===== src/hdl/iof_pkg.sv =====
// ----------------------------------------------------------------------------
// Interval overlap fraction package
// Shared types, codes and default sizes for the interval overlap block.
// ----------------------------------------------------------------------------
package iof_pkg;

  localparam int unsigned MaxIntervals = 1024;
  localparam int unsigned TimeBits     = 48;
  localparam int unsigned FractionBits = 16;

  // Item modes.
  typedef enum logic [1:0] {
    MODE_CLEAR  = 2'd0,
    MODE_APPEND = 2'd1,
    MODE_REWIND = 2'd2,
    MODE_QUERY  = 2'd3
  } mode_e;

  // Result status codes.
  typedef enum logic [1:0] {
    STAT_OK      = 2'd0,
    STAT_FULL    = 2'd1,
    STAT_BAD_LEN = 2'd2,
    STAT_RSVD    = 2'd3
  } status_e;

  // Control sequencer states.
  typedef enum logic [2:0] {
    ST_IDLE,
    ST_READ,
    ST_EVAL,
    ST_DIV,
    ST_DONE
  } state_e;

  typedef struct packed {
    logic [1:0]  mode;
    logic [47:0] time_start;
    logic [47:0] time_stop;
  } in_word_t;

  typedef struct packed {
    logic [16:0] fraction;
    logic [10:0] cursor_position;
    logic [1:0]  status;
  } out_word_t;

endpackage


===== src/hdl/iof_divider.sv =====
// ----------------------------------------------------------------------------
// Fraction divider
// Restoring divider for floor(num*2^FB/den), 2^FB if num >= den; one quotient bit a cycle.
// ----------------------------------------------------------------------------
module iof_divider
  import iof_pkg::*;
#(
  parameter int unsigned TW = TimeBits,
  parameter int unsigned FB = FractionBits
) (
  input  logic        clk_i,
  input  logic        rst_ni,
  input  logic        start_i,
  input  logic [TW-1:0] num_i,
  input  logic [TW-1:0] den_i,
  output logic        done_o,
  output logic [FB:0] quot_o
);

  localparam int unsigned CW = $clog2(FB + 1);

  logic [TW:0]   rem_q, rem_d;
  logic [TW-1:0] den_q;
  logic [FB:0]   quot_q, quot_d;
  logic [CW-1:0] cnt_q, cnt_d;
  logic          busy_q, busy_d, done_q, done_d;
  logic [TW:0]   shifted;

  // One shift and conditional subtract per cycle.
  always_comb begin
    rem_d   = rem_q;
    quot_d  = quot_q;
    cnt_d   = cnt_q;
    busy_d  = busy_q;
    done_d  = 1'b0;
    shifted = {rem_q[TW-1:0], 1'b0};
    if (start_i) begin
      rem_d  = {1'b0, num_i};
      if (num_i >= den_i) begin
        quot_d = {1'b1, {FB{1'b0}}};
        done_d = 1'b1;
      end else begin
        quot_d = '0;
        cnt_d  = CW'(FB);
        busy_d = 1'b1;
      end
    end else if (busy_q) begin
      if (shifted >= {1'b0, den_q}) begin
        rem_d  = shifted - {1'b0, den_q};
        quot_d = {quot_q[FB-1:0], 1'b1};
      end else begin
        rem_d  = shifted;
        quot_d = {quot_q[FB-1:0], 1'b0};
      end
      cnt_d = cnt_q - 1'b1;
      if (cnt_q == CW'(1)) begin
        busy_d = 1'b0;
        done_d = 1'b1;
      end
    end
  end

  always_ff @(posedge clk_i) begin
    rem_q  <= rem_d;
    quot_q <= quot_d;
    if (start_i) den_q <= den_i;
  end

  always_ff @(posedge clk_i or negedge rst_ni) begin
    if (!rst_ni) begin
      busy_q <= 1'b0;
      done_q <= 1'b0;
      cnt_q  <= '0;
    end else begin
      busy_q <= busy_d;
      done_q <= done_d;
      cnt_q  <= cnt_d;
    end
  end

  assign done_o = done_q;
  assign quot_o = quot_q;

endmodule


===== config.mk =====
export PLATFORM = sky130hd
export DESIGN_NAME = iof_divider
export DESIGN_NICKNAME = d
export VERILOG_FILES = /design/src/hdl/iof_pkg.sv /design/src/hdl/iof_divider.sv
export SDC_FILE = /design/constraint.sdc
export NUM_CORES = 1
export LEC_CHECK = 0
export BUFFER_PORTS_ARGS = -buffer_cell sky130_fd_sc_hd__buf_2
export CAP_MARGIN = 25
export CORE_MARGIN = 2
export CORE_UTILIZATION = 25
export DETAILED_ROUTE_END_ITERATION = 7
export HOLD_SLACK_MARGIN = 0.05
export MAX_ROUTING_LAYER = met4
export SETUP_SLACK_MARGIN = 0.05
export SYNTH_ARGS = -nofsm -noshare
export SYNTH_HDL_FRONTEND = slang
export SYNTH_SLANG_ARGS = --single-unit

===== constraint.sdc =====
create_clock -name clk_i -period 3.6 [get_ports clk_i]
set_input_delay 0.18 -clock clk_i [delete_from_list [all_inputs] [get_ports clk_i]]
set_output_delay 0.18 -clock clk_i [all_outputs]
set_load 0.01 [all_outputs]

; Word-level counts from Yosys, hierarchy flattened
; Cells that the tools add are included.
[op_classes]
n_addsub = 2
mul = 0
n_div = 0
magnitude_cmp = 2
eq_ne = 2
n_shift = 0
mux = 18
n_bitwise = 0
reduce_logical = 2
[ops]
columns = op, n
row1 = $mux W48, 3
row2 = $mux W17, 3
row3 = $ge A49 B48 Y1, 1
row4 = $ge A48 B48 Y1, 1
row5 = $sub A48 B48 Y48, 1
row6 = $mux W5, 3
row7 = $mux W1, 9
row8 = $eq A5 B1 Y1 const B, 1
row9 = $sub A5 B1 Y5 const B, 1
row10 = $ne A2 B2 Y1 const B, 1
row11 = $reduce_and A2 Y1, 1
row12 = $reduce_bool A2 Y1, 1
[word_totals]
regBits = 120
latch_bits = 0
ram_bits = 0
mem_bits_ro = 0
input_bits = 99
out_inout_bits = 18
elab_cells = 32
mem_count = 0

; Logic depth before layout (Yosys ltp)
; Gate-level depths: netlist of the first run.
[logic_depth]
word_depth = 4
depth_mapped = 15
depth_no_buf = 12

; Worst setup path before layout of the first run
; OpenSTA, ideal clock, no wires.
[synth_timing]
path_kind = register to register
start = reg rem_q[0]
end = reg rem_q[38], data pin
setup_ps = 260
arrival_ps = 2672
t_required_ps = 3340
setup_slack_ps = 668
path_stages_with_launch = 13
n_path_buf = 0
synth_period_minus_slack_ps = 2932
cell_sequence = edfxtp_1 -> inv_1 -> fa_1 -> nand2b_1 -> a21oi_1 -> o21ai_1 -> a211oi_2 -> o21ai_1 -> a2111oi_1 -> nand3b_1 -> xnor2_1 -> o21ai_1 -> mux2_2
[synth_between]
elab_chain_len = 4
word_cells_on_any_way = 5
classes_between = add/sub (1) / order compare (1) / mux (3)
[synth_lines]
columns = element, line
row1 = start: declaration, iof_divider.sv:22  ; logic [TW:0] rem_q, rem_d;
row2 = start signal: assignment, iof_divider.sv:64  ; rem_q <= rem_d;
row3 = $sub A48 B48 Y48 / $ge A49 B48 Y1 (equally long branches), "iof_divider.sv:49, iof_divider.sv:48"
row4 = $mux W48 *, iof_divider.sv:48  ; if (shifted >= {1'b0, den_q}) begin
row5 = $mux W48 *, iof_divider.sv:47  ; end else if (busy_q) begin
row6 = $mux W48 *, iof_divider.sv:37  ; if (start_i) begin
row7 = named net rem_d[38], iof_divider.sv:22
; Mark *: on every way through the listed nets, which the timed path passes. The rest lies on a longest branch. The select of a mux whose other input is x is not followed.
; A chain may end at the register's enable or synchronous reset.

; Worst setup path in the final report of the first run
[layout_timing]
start = reg rem_q[13]
end = reg rem_q[18], data pin
; The elaborated chain is that of the path after synthesis.

==> summary.md, run 1 <==
| Metric | Value |
|---|---|
| Via count | `7553` |
| Share of layout cells above drive strength 1 | `0.2102` |
| Num Clock Sinks | `between 100 and 150` |
| Final Hold Vio Count | `0` |
| Cell row count | `70` |
| Yosys top cell by area | `edfxtp_1` |
| Max_cap viols | `0` |
| Final setup vio count | `0` |
| Final min period | `about 3400 ps` |
| Slew headroom | `0.3651` |
| Core area | `approximately 37000 µm²` |
| Pleak | `between 5 and 6 nW` |
| Fin Hold WS | `about 82 ps` |
| First-pass GRT wire length | `roughly 40 mm` |
| Skew final | `between 10 and 15 ps` |
| Largest family of logic cells by synthesized area | `compound AO/OA/AOI/OAI gates` |
| Worst-skew pair later-pin latency | `~430 ps` |
| Buf+Inv Stages, Crit Path | `1` |
| Internal Power | `5.299 mW` |
| Net count after synthesis | `between 1000 and 1500` |
| Final GP Congestion | `just under 0.9` |
| Largest net degree at the start of global routing | `60` |
| DRT Pass-1 Iters | `5` |
| Register area share after synthesis | `0.3861` |
| Top delay family on crit path | `simple AND/OR/NAND/NOR gates` |
| Switch share | `0.4055` |
| Hold/Removal Path Class | `in -> reg` |
| Grt total ovfl | `0` |
| Power density over cell area | `773.9 nW/µm²` |
| Cells along the critical path | `ha_1 > nand2_2 > or3_4 > nor4b_4 > o2111ai_2 > a21oi_4 > a21boi_2 > buf_4 > and2_0 > a31o_1 > mux2_2` |
| Slowest CP cell | `ha_1` |
| Synthesis Warnings | `0` |
| Peak VDD IR | `between 0.3 and 0.4 mV` |
| Status | `finished clean` |
| TritonCTS clock tree | `built` |
| RSZ-0062 raised after global routing | `no` |
| Wire per inst | `approximately 16 µm` |
| First-iteration detailed-routing DRC count | `approximately 400` |
| Combinational Power Share | `0.548` |
| CP endpoint kind | `flop` |
| Synthesized area | `9243 µm²` |
| Final slew viol count | `0` |
| # DRC | `0` |
| Worst EP arrival | `between 3000 and 4000 ps` |
| Worst endpoint required time | `between 3000 and 4000 ps` |
| Setup tns final | `0 ps` |
| EDFF count, synth | `between 100 and 150` |
| Netlist cell types | `68` |
| Worst-path clk slew | `60 ps` |
| Detail Placement HPWL | `approximately 20 mm` |
| Simple-Gate Fraction of Synth Area | `0.1407` |
| Tcrit/Tclk final | `0.9323` |
| Achievable clock frequency | `a little under 0.3 GHz` |
| Most frequent cells in the layout | `buf_2 (115), edfxtp_1 (113), inv_1 (112)` |
| Clk pwr share | `0.200` |
| Worst path max stage delay | `440 ps` |
| Synth Register Bits | `120` |
| H-tree levels | `4` |
| Post-Synth Adder-Cell Area | `0.1348` |
| Die width | `between 150 and 200 µm` |
| Synthesized netlist cell count | `~960` |
| Drt via density | `between 4 and 5` |
| Hold Path Origin | `num_i[0]` |
| Top post-synthesis cells by area | `edfxtp_1 (37%), ha_1 (13%), inv_1 (4.5%), a21oi_1 (4.0%), mux2_2 (3.8%)` |
| Sequential Power Share | `0.252` |
| Crit path max fanout | `7` |
| Layout area overhead | `24.62%` |
| CTS Buffer Depth | `2` |
| Ys flop type | `edfxtp_1` |
| Syn_area_per_cell | `between 9 and 10 µm²` |
| Root Buffer | `clkbuf_16` |
| Die Height | `~200 µm` |
| Die Area | `slightly below 40000 µm²` |
| Final ANT Viol Nets | `0` |
| Worst Tran Pin Value | `952.3 ps` |
| Critical path type | `reg -> reg` |
| # IOs | `around 120` |
| CTS buffer count | `17` |
| Detailed Route WL | `between 20 and 30 mm` |
| Mux share of post-synthesis cell area | `0.03994` |
| Commonest non-fill, non-tap cell in the layout | `buf_2` |
| Initial Util | `0.2531` |
| Yosys top cell area share | `0.3671` |
| Vias in the first global route | `between 7000 and 8000` |
| Origin of the critical flop-to-flop path | `rem_q[13]$_DFFE_PP_` |
| Async set or reset register ratio after synthesis | `0.05833` |
| Post-synthesis compound-gate area fraction | `0.1848` |
| Fin nets | `~1300` |
| Worst Setup Start Kind | `flop` |
| Sw power | `3.614 mW` |
| IO Port Bufs | `116` |
| Synth Area in XOR/XNOR | `0.04264` |
| Worst setup startpoint | `rem_q[13]$_DFFE_PP_` |
| Initial antenna violation count | `4` |
| Total global-route track usage | `0.1368` |
==> worst reg2reg max path, stage by stage (launching register included) <==
cell and delay [ps]:
edfxtp_1 400, ha_1 440, nand2_2 120, or3_4 410, nor4b_4 300, o2111ai_2 220, a21oi_4 300, a21boi_2 160
buf_4 170, and2_0 140, a31o_1 180, mux2_2 250
==> final cells by class <==
class | count | area (µm²)
tap | 468 | 585.6
clock buffer | 20 | 436.7
fill | 3787 | 25000
timing repair buffer | 192 | 1309
sequential | 120 | 3568
multi-input combinational | 687 | 5034
clock inverter | 11 | 155.1
antenna | 4 | 10.01
inverter | 112 | 420.4
==> power by group through the flow <==
stage	clock, mW	combinational, mW	sequential, mW
2_1_floorplan	0	3.72	2.22
3_3_place_gp	0	4.74	2.26
3_5_place_dp	0	4.78	2.27
4_1_cts	1.84	4.85	2.25
5_1_grt	1.88	5.42	2.30
6_report	1.79	4.88	2.25
==> what timing repair did <==
item                       in CTS  in global routing
hold buffers                   52                  0
setup endpoints to repair       0                 26
resized for setup               0                  4
buffers inserted                0                  0
hold endpoints to repair       58                  0
==> cell usage after synthesis, types with 5 or more instances <==
cell / n
nor3_1: 15
edfxtp_1: 113
clkbuf_1: 20
o31ai_1: 8
nor2b_1: 27
nand2_1: 60
o21ai_0: 35
a21oi_2: 21
mux2_2: 31
dfrtp_1: 7
o21ai_1: 16
inv_1: 112
a21oi_1: 73
nand4_1: 22
o21bai_1: 9
nor4_1: 5
xnor2_1: 23
a21o_1: 38
a221oi_1: 7
buf_2: 10
nand2b_1: 13
a31oi_1: 7
xor2_1: 22
nor2_1: 65
a211oi_1: 9
ha_1: 98
nand3_1: 15
and3_1: 6
==> sequential cells by signal, summed over array words and instances, names as in the netlist <==
register	count
busy_q	1
quot_o	17
den_q	48
done_o	1
rem_q	48
cnt_q	5
==> metrics by stage <==
stage | power [mW] | setup WS [ps] | instance area, µm² | std cells | utilization
after floorplan | 5.935 | 667.9 | 9243 | 958 | -
after global placement | 7.005 | 193.8 | 10380 | 1527 | 0.2842
after detailed placement | 7.045 | 156.3 | 10380 | 1527 | 0.2842
after CTS | 8.941 | 105.9 | 11490 | 1610 | 0.3147
after global routing | 9.598 | 53.96 | 11520 | 1614 | 0.3154
final | 8.914 | 243.7 | 11520 | 1614 | 0.3154
==> metal layers <==
metal  wire, µm  track usage  vias to the layer above
li1           -            -                     3792
met1      12310       0.1801                     3581
met2      11510       0.2146                      161
met3        981      0.02510                       19
met4        330      0.03956                        0
met5          0            -                        -
==> worst paths after layout <==
kind	endpoint	slack (ps)	depth (start not counted)
max in group asynchronous	cnt_q[2]$_DFFE_PN0P_	3330	2
max	rem_q[18]$_DFFE_PP_	240	11
min in group asynchronous	done_o$_DFF_PN0_	120	2
max reg2reg	rem_q[18]$_DFFE_PP_	240	11
min reg2reg	cnt_q[4]$_DFFE_PN0P_	530	2
min	rem_q[0]$_DFFE_PP_	80	3
==> logic make-up after synthesis <==
group | after synthesis
and+or+nand+nor | 255
adders and majority gates | 99
AOI/OAI and AO/OA | 255
xor gates and xnor gates | 45
buffers and inverters | 151
DFF | 120
muxes | 33
No activity file was read; power rests on OpenSTA's default activity.
==> run 2: changes to the inputs <==
--- a/config.mk
+++ b/config.mk
@@ -10,6 +10,7 @@
 export CORE_MARGIN = 2
 export CORE_UTILIZATION = 25
 export DETAILED_ROUTE_END_ITERATION = 7
+export GPL_TIMING_DRIVEN = 0
 export HOLD_SLACK_MARGIN = 0.05
 export MAX_ROUTING_LAYER = met4
 export SETUP_SLACK_MARGIN = 0.05
==> summary.md, run 2 (synthesized netlist as in run 1, its figures left out) <==
| Metric | Value |
|---|---|
| Worst Tran Pin Value | `848.8 ps (was 952.3 ps)` |
| Sw power | `3.833 mW (was 3.614 mW)` |
| Sequential Power Share | `0.249 (was 0.252)` |
| Initial Util | `0.2531 (unchanged)` |
| Worst endpoint required time | `3810 ps (was 3770 ps)` |
| Hold Path End | `rem_q[40]$_DFFE_PP_ (was rem_q[0]$_DFFE_PP_)` |
| Final slew viol count | `0 (unchanged)` |
| Layout area overhead | `26.17% (was 24.62%)` |
| Largest net degree at the start of global routing | `50 (was 60)` |
| Most frequent cells in the layout | `buf_2 (125), edfxtp_1 (113), inv_1 (112) (was buf_2 (115), edfxtp_1 (113), inv_1 (112))` |
| Power density over cell area | `773.7 nW/µm² (was 773.9 nW/µm²)` |
| # IOs | `117 (unchanged)` |
| Worst EP arrival | `3670 ps (was 3520 ps)` |
| Final Hold Vio Count | `0 (unchanged)` |
| Worst-skew pair later-pin latency | `430 ps (about the same)` |
| Detail Placement HPWL | `21.18 mm (was 19.64 mm)` |
| R2R setup slack | `140 ps (was 240 ps)` |
| Final min period | `3459 ps (was 3356 ps)` |
| Num Clock Sinks | `120 (unchanged)` |
| Final ANT Viol Nets | `0 (unchanged)` |
| Slowest CP cell | `edfxtp_1 (was ha_1)` |
| CTS Buffer Depth | `2 (unchanged)` |
| Hold Path Origin | `num_i[40] (was num_i[0])` |
| Top delay family on crit path | `compound AO/OA/AOI/OAI gates (was simple AND/OR/NAND/NOR gates)` |
| IO Port Bufs | `116 (unchanged)` |
| Switch share | `0.4248 (was 0.4055)` |
| Fin nets | `1348 (was 1328)` |
| Via count | `7776 (was 7553)` |
| Tcrit/Tclk final | `0.9607 (was 0.9323)` |
| Reg2Reg Depth | `11 (unchanged)` |
| Die Area | `38520 µm² (unchanged)` |
| First-iteration detailed-routing DRC count | `449 (was 407)` |
| Area after DPL | `10460 µm² (was 10380 µm²)` |
| Final GP Congestion | `0.8847 (was 0.8711)` |
| Reg2reg end | `rem_q[43]$_DFFE_PP_ (was rem_q[18]$_DFFE_PP_)` |
| Status | `finished clean (unchanged)` |
| Total global-route track usage | `0.1485 (was 0.1368)` |
| Worst-path clk slew | `60 ps (about the same)` |
| Worst path max stage delay | `440 ps (about the same)` |
| CTS buffer count | `17 (unchanged)` |
| First-pass GRT wire length | `42.66 mm (was 40.19 mm)` |
| Drt via density | `4.756 (was 4.680)` |
| TritonCTS clock tree | `built (unchanged)` |
| Hold/Removal Path Class | `in -> reg (unchanged)` |
| CP endpoint kind | `flop (unchanged)` |
| Worst Setup Start Kind | `flop (unchanged)` |
| Hold path depth | `3 (unchanged)` |
| Commonest non-fill, non-tap cell in the layout | `buf_2 (unchanged)` |
| Cell row count | `70 (unchanged)` |
| Clk pwr share | `0.190 (was 0.200)` |
| Achievable clock frequency | `0.2891 GHz (was 0.2979 GHz)` |
| Cells along the critical path | `ha_2 > a21oi_1 > o21ai_0 > o21ai_0 > nand3_1 > nor4_2 > nor2_1 > a211oi_2 > o21ai_0 > xnor2_1 > a221oi_1 (was ha_1 > nand2_2 > or3_4 > nor4b_4 > o2111ai_2 > a21oi_4 > a21boi_2 > buf_4 > and2_0 > a31o_1 > mux2_2)` |
| Post-route cell area | `11660 µm² (was 11520 µm²)` |
| # DRC | `0 (unchanged)` |
| Pleak | `5.164 nW (was 5.137 nW)` |
| DRT Pass-1 Iters | `5 (unchanged)` |
| Vias in the first global route | `7694 (was 7566)` |
| Slew headroom | `0.4342 (was 0.3651)` |
| Share of layout cells above drive strength 1 | `0.2175 (was 0.2102)` |
| Die Height | `196.3 µm (unchanged)` |
| Skew final | `13.95 ps (was 12.54 ps)` |
| Buf+Inv Stages, Crit Path | `0 (was 1)` |
| Grt total ovfl | `0 (unchanged)` |
| Max_cap viols | `0 (unchanged)` |
| Critical path type | `reg -> reg (unchanged)` |
| Wire per inst | `16.87 µm (was 15.57 µm)` |
| Origin of the critical flop-to-flop path | `rem_q[9]$_DFFE_PP_ (was rem_q[13]$_DFFE_PP_)` |
| Detailed Route WL | `27.58 mm (was 25.13 mm)` |
| Initial antenna violation count | `4 (unchanged)` |
| Core area | `36520 µm² (unchanged)` |
| Utilization after layout | `0.3193 (was 0.3154)` |
| Crit path max fanout | `6 (was 7)` |
| Combinational Power Share | `0.561 (was 0.548)` |
| Internal Power | `5.190 mW (was 5.299 mW)` |
| Final setup vio count | `0 (unchanged)` |
| H-tree levels | `4 (unchanged)` |
| Cell mode on critical path | `o21ai_0` |
| Peak VDD IR | `0.4373 mV (was 0.3970 mV)` |
| RSZ-0062 raised after global routing | `yes (was no)` |
| Root Buffer | `clkbuf_16 (unchanged)` |
| Die width | `196.3 µm (unchanged)` |
## run 2: cell types whose count changed in the layout (fill, tap and decap cells not counted), sizes merged
cell / change
inv: +2
dlygate4sd3: -1
clkbuf: +18
bufinv: -2
clkinvlp: +5
clkinv: -1
## run 2: per-stage QoR
stage | TNS, ps | hold WS [ps] | cells | total power, mW | setup slack [ps]
2_1_floorplan | 0 | -115.6 | 958 | 5.935 | 667.9
3_3_place_gp | -62420 | 25.40 | 1542 | 7.054 | -961.2
3_5_place_dp | -1923 | 25.52 | 1544 | 7.096 | -213.8
4_1_cts | 0 | 50.82 | 1627 | 8.955 | 30.05
5_1_grt | 0 | 68.97 | 1635 | 9.680 | 9.463
6_report | 0 | 74.23 | 1635 | 9.023 | 141.5
## run 2: final cells by class
cell class                      count  area, µm²
Buffer                             39      239.0
Timing Repair Buffer              173       1169
Fill cell                        3768      24860
Tap cell                          468      585.6
Multi-Input combinational cell    687       5090
Antenna cell                        4      10.01
Clock buffer                       17      425.4
Sequential cell                   120       3568
Inverter                          112      420.4
Clock inverter                     15      153.9
## run 2: what timing repair did
action	in CTS	in global routing
resized for setup	5	8
endpoints found under the setup margin	11	40
pin swaps	0	7
endpoints found under the hold margin	57	0
setup buffers	0	4
hold buffers	51	0
## run 2: power groups by stage
stage | Clock [mW] | Sequential [mW] | Combinational [mW]
6_report | 1.72 | 2.25 | 5.06
5_1_grt | 1.80 | 2.29 | 5.59
4_1_cts | 1.76 | 2.25 | 4.95
3_5_place_dp | 0 | 2.26 | 4.83
3_3_place_gp | 0 | 2.26 | 4.79
2_1_floorplan | 0 | 2.22 | 3.72
## run 2: tightest hold or removal path, cell delays in order
cell	delay [ps]
buf_2	90
nand2_1	50
o21ai_1	60
## run 2: worst max-delay path by stage
stage,from,to,cells after the start
6_report,rem_q[9]$_DFFE_PP_,rem_q[43]$_DFFE_PP_,11
3_3_place_gp,start_i,rem_q[16]$_DFFE_PP_,5
3_5_place_dp,rem_q[9]$_DFFE_PP_,rem_q[47]$_DFFE_PP_,11
2_1_floorplan,rem_q[0]$_DFFE_PP_,rem_q[38]$_DFFE_PP_,12
4_1_cts,rem_q[0]$_DFFE_PP_,rem_q[38]$_DFFE_PP_,12
5_1_grt,rem_q[0]$_DFFE_PP_,rem_q[38]$_DFFE_PP_,12
## run 2: routing by layer
metal,global-route usage,up-vias,routed length [µm]
met2,0.2318,220,12550
met3,0.02269,27,1310
li1,-,3850,-
met5,-,-,0
met1,0.1985,3679,13240
met4,0.04461,0,476
==> run 3: changes to the inputs <==
--- a/config.mk
+++ b/config.mk
@@ -5,7 +5,7 @@
 export SDC_FILE = /design/constraint.sdc
 export NUM_CORES = 1
 export LEC_CHECK = 0
-export BUFFER_PORTS_ARGS = -buffer_cell sky130_fd_sc_hd__buf_2
+export BUFFER_PORTS_ARGS = -buffer_cell sky130_fd_sc_hd__buf_4
 export CAP_MARGIN = 25
 export CORE_MARGIN = 2
 export CORE_UTILIZATION = 25
==> constraint.sdc (replaced) <==
create_clock -name clk_i -period 3.34 [get_ports clk_i]
set_input_delay 0.167 -clock clk_i [delete_from_list [all_inputs] [get_ports clk_i]]
set_output_delay 0.167 -clock clk_i [all_outputs]
set_load 0.02 [all_outputs]
==> summary.md, run 3 (synthesized netlist as in run 1, its figures left out) <==
| Metric | Value |
|---|---|
| Slowest CP cell | `edfxtp_1 (unchanged)` |
| Core area | `36520 µm² (unchanged)` |
| Hold path depth | `2 (was 3)` |
| Worst endpoint required time | `3570 ps (was 3810 ps)` |
| Worst Tran Pin Value | `796.4 ps (was 848.8 ps)` |
| Final min period | `3242 ps (was 3459 ps)` |
| Peak VDD IR | `0.4539 mV (was 0.4373 mV)` |
| TritonCTS clock tree | `built (unchanged)` |
| Layout area overhead | `37.52% (was 26.17%)` |
| CP endpoint kind | `flop (unchanged)` |
| Reg2Reg Depth | `11 (unchanged)` |
| First-pass GRT wire length | `43.73 mm (was 42.66 mm)` |
| Setup ws final | `98.49 ps (was 141.5 ps)` |
| Met2 wire length | `12.93 mm (was 12.55 mm)` |
| Reg2reg end | `rem_q[43]$_DFFE_PP_ (unchanged)` |
| H-tree levels | `4 (unchanged)` |
| Crit path max fanout | `6 (unchanged)` |
| Slew headroom | `0.4691 (was 0.4342)` |
| Critical path type | `reg -> reg (unchanged)` |
| Worst EP arrival | `3470 ps (was 3670 ps)` |
| Pre-CTS setup slack | `-377.5 ps (was -213.8 ps)` |
| Die Height | `196.3 µm (unchanged)` |
| Area of the multi-input gates | `5426 µm² (was 5090 µm²)` |
| CTS Buffer Depth | `2 (unchanged)` |
| Num Clock Sinks | `120 (unchanged)` |
| Origin of the critical flop-to-flop path | `rem_q[9]$_DFFE_PP_ (unchanged)` |
| DRT Pass-1 Iters | `5 (unchanged)` |
| Cells along the critical path | `ha_4 > a21oi_1 > o21ai_0 > o21ai_0 > nand3_2 > nor4_4 > nor2_2 > a211oi_4 > o21ai_0 > xnor2_1 > a221oi_1 (was ha_2 > a21oi_1 > o21ai_0 > o21ai_0 > nand3_1 > nor4_2 > nor2_1 > a211oi_2 > o21ai_0 > xnor2_1 > a221oi_1)` |
| Worst Setup Start Kind | `flop (unchanged)` |
| Total global-route track usage | `0.1522 (was 0.1485)` |
| IO Port Bufs | `116 (unchanged)` |
| Max layer used | `met4 (unchanged)` |
| Detail Placement HPWL | `20.87 mm (was 21.18 mm)` |
| Total power | `10.65 mW (was 9.023 mW)` |
| Via count | `8014 (was 7776)` |
| Utilization after layout | `0.3480 (was 0.3193)` |
| Fill cell count | `3708 (was 3768)` |
| Worst-skew pair later-pin latency | `440 ps (was 430 ps)` |
| # DRC | `0 (unchanged)` |
| Hold Path End | `rem_q[26]$_DFFE_PP_ (was rem_q[40]$_DFFE_PP_)` |
| Final setup vio count | `0 (unchanged)` |
| Hold/Removal Path Class | `in -> reg (unchanged)` |
| Cell row count | `70 (unchanged)` |
| CTS buffer count | `17 (unchanged)` |
| RSZ-0062 raised after global routing | `yes (unchanged)` |
| Routed wl met3 | `1.576 mm (was 1.310 mm)` |
| Die width | `196.3 µm (unchanged)` |
| Commonest non-fill, non-tap cell in the layout | `buf_4 (was buf_2)` |
| Drt via density | `4.805 (was 4.756)` |
| R2R setup slack | `100 ps (was 140 ps)` |
| Final instance count without filler cells | `1668 (was 1635)` |
| # IOs | `117 (unchanged)` |
| Status | `finished clean (unchanged)` |
| Worst-path clk slew | `70 ps (was 60 ps)` |
| Initial antenna violation count | `3 (was 4)` |
| Final ANT Viol Nets | `0 (unchanged)` |
| Post-route cell area | `12710 µm² (was 11660 µm²)` |
| Area after DPL | `10730 µm² (was 10460 µm²)` |
| Top delay family on crit path | `compound AO/OA/AOI/OAI gates (unchanged)` |
| Metal1 wirelength | `13.53 mm (was 13.24 mm)` |
| Wire per inst | `17.16 µm (was 16.87 µm)` |
| Cell mode on critical path | `o21ai_0 (unchanged)` |
| Vias in the first global route | `7984 (was 7694)` |
| Fin nets | `1382 (was 1348)` |
| Share of layout cells above drive strength 1 | `0.2732 (was 0.2175)` |
| First-iteration detailed-routing DRC count | `530 (was 449)` |
| Grt total ovfl | `0 (unchanged)` |
| Buf+Inv Stages, Crit Path | `0 (unchanged)` |
| Most frequent cells in the layout | `buf_4 (140), edfxtp_1 (113), inv_1 (112) (was buf_2 (125), edfxtp_1 (113), inv_1 (112))` |
| Final slew viol count | `0 (unchanged)` |
| Fin Hold WS | `52.89 ps (was 74.23 ps)` |
| Largest net degree at the start of global routing | `62 (was 50)` |
| Power density over cell area | `838.2 nW/µm² (was 773.7 nW/µm²)` |
| Initial Util | `0.2531 (unchanged)` |
| Setup tns final | `0 ps (unchanged)` |
| Hold Path Origin | `num_i[26] (was num_i[40])` |
| Dpl cells | `1543 (was 1544)` |
| Skew final | `13.65 ps (was 13.95 ps)` |
| Achievable clock frequency | `0.3085 GHz (was 0.2891 GHz)` |
| Pleak | `5.506 nW (was 5.164 nW)` |
| Worst path max stage delay | `460 ps (was 440 ps)` |
| Tcrit/Tclk final | `0.9705 (was 0.9607)` |
| Detailed Route WL | `28.63 mm (was 27.58 mm)` |
| Max_cap viols | `0 (unchanged)` |
| Root Buffer | `clkbuf_16 (unchanged)` |
| Final GP Congestion | `0.8903 (was 0.8847)` |
| Final Hold Vio Count | `0 (unchanged)` |
| Sequential cell area | `3568 µm² (unchanged)` |
| Die Area | `38520 µm² (unchanged)` |
[run 3: area by class of cell]
| class | instances | area share |
|---|---|---|
| multi-input combinational | 687 | 0.4269 |
| sequential | 120 | 0.2807 |
| timing repair buffer | 210 | 0.1460 |
| tap | 468 | 0.04607 |
| clock buffer | 18 | 0.03455 |
| inverter | 112 | 0.03307 |
| buffer | 36 | 0.02215 |
| clock inverter | 14 | 0.009942 |
| antenna | 3 | 0.0005906 |
[run 3: what timing repair did]
| action | 4_1_cts | 5_1_grt |
|---|---|---|
| cloned | 0 | 5 |
| buffers inserted | 7 | 14 |
| resized for setup | 20 | 85 |
| setup endpoints to repair | 48 | 45 |
| hold buffers | 66 | 1 |
| pin swaps | 8 | 23 |
| hold endpoints to repair | 72 | 1 |
[run 3: how the worst max path moves through the flow]
stage	start	to	slack, ps	cells after the start
6_report	rem_q[9]$_DFFE_PP_	rem_q[43]$_DFFE_PP_	100	11
4_1_cts	rem_q[9]$_DFFE_PP_	rem_q[43]$_DFFE_PP_	40	11
3_5_place_dp	rem_q[9]$_DFFE_PP_	rem_q[47]$_DFFE_PP_	-380	11
5_1_grt	rem_q[10]$_DFFE_PP_	rem_q[43]$_DFFE_PP_	-10	10
2_1_floorplan	rem_q[0]$_DFFE_PP_	rem_q[38]$_DFFE_PP_	410	12
3_3_place_gp	start_i	rem_q[14]$_DFFE_PP_	-850	5
[run 3: routing by layer]
| layer | up-vias | global-route usage |
|---|---|---|
| met3 | 46 | 0.03387 |
| li1 | 3907 | - |
| met2 | 246 | 0.2342 |
| met1 | 3815 | 0.1998 |
| met4 | 0 | 0.04517 |
| met5 | - | - |
[run 3: report_power, final]
group          leakage (nW)  switching [mW]  internal (mW)  total [mW]
Clock                 0.265           0.766           1.04        1.81
Combinational          3.98            3.47           2.91        6.38
Sequential             1.27           0.274           2.20        2.47
Total                  5.51            4.51           6.14        10.7
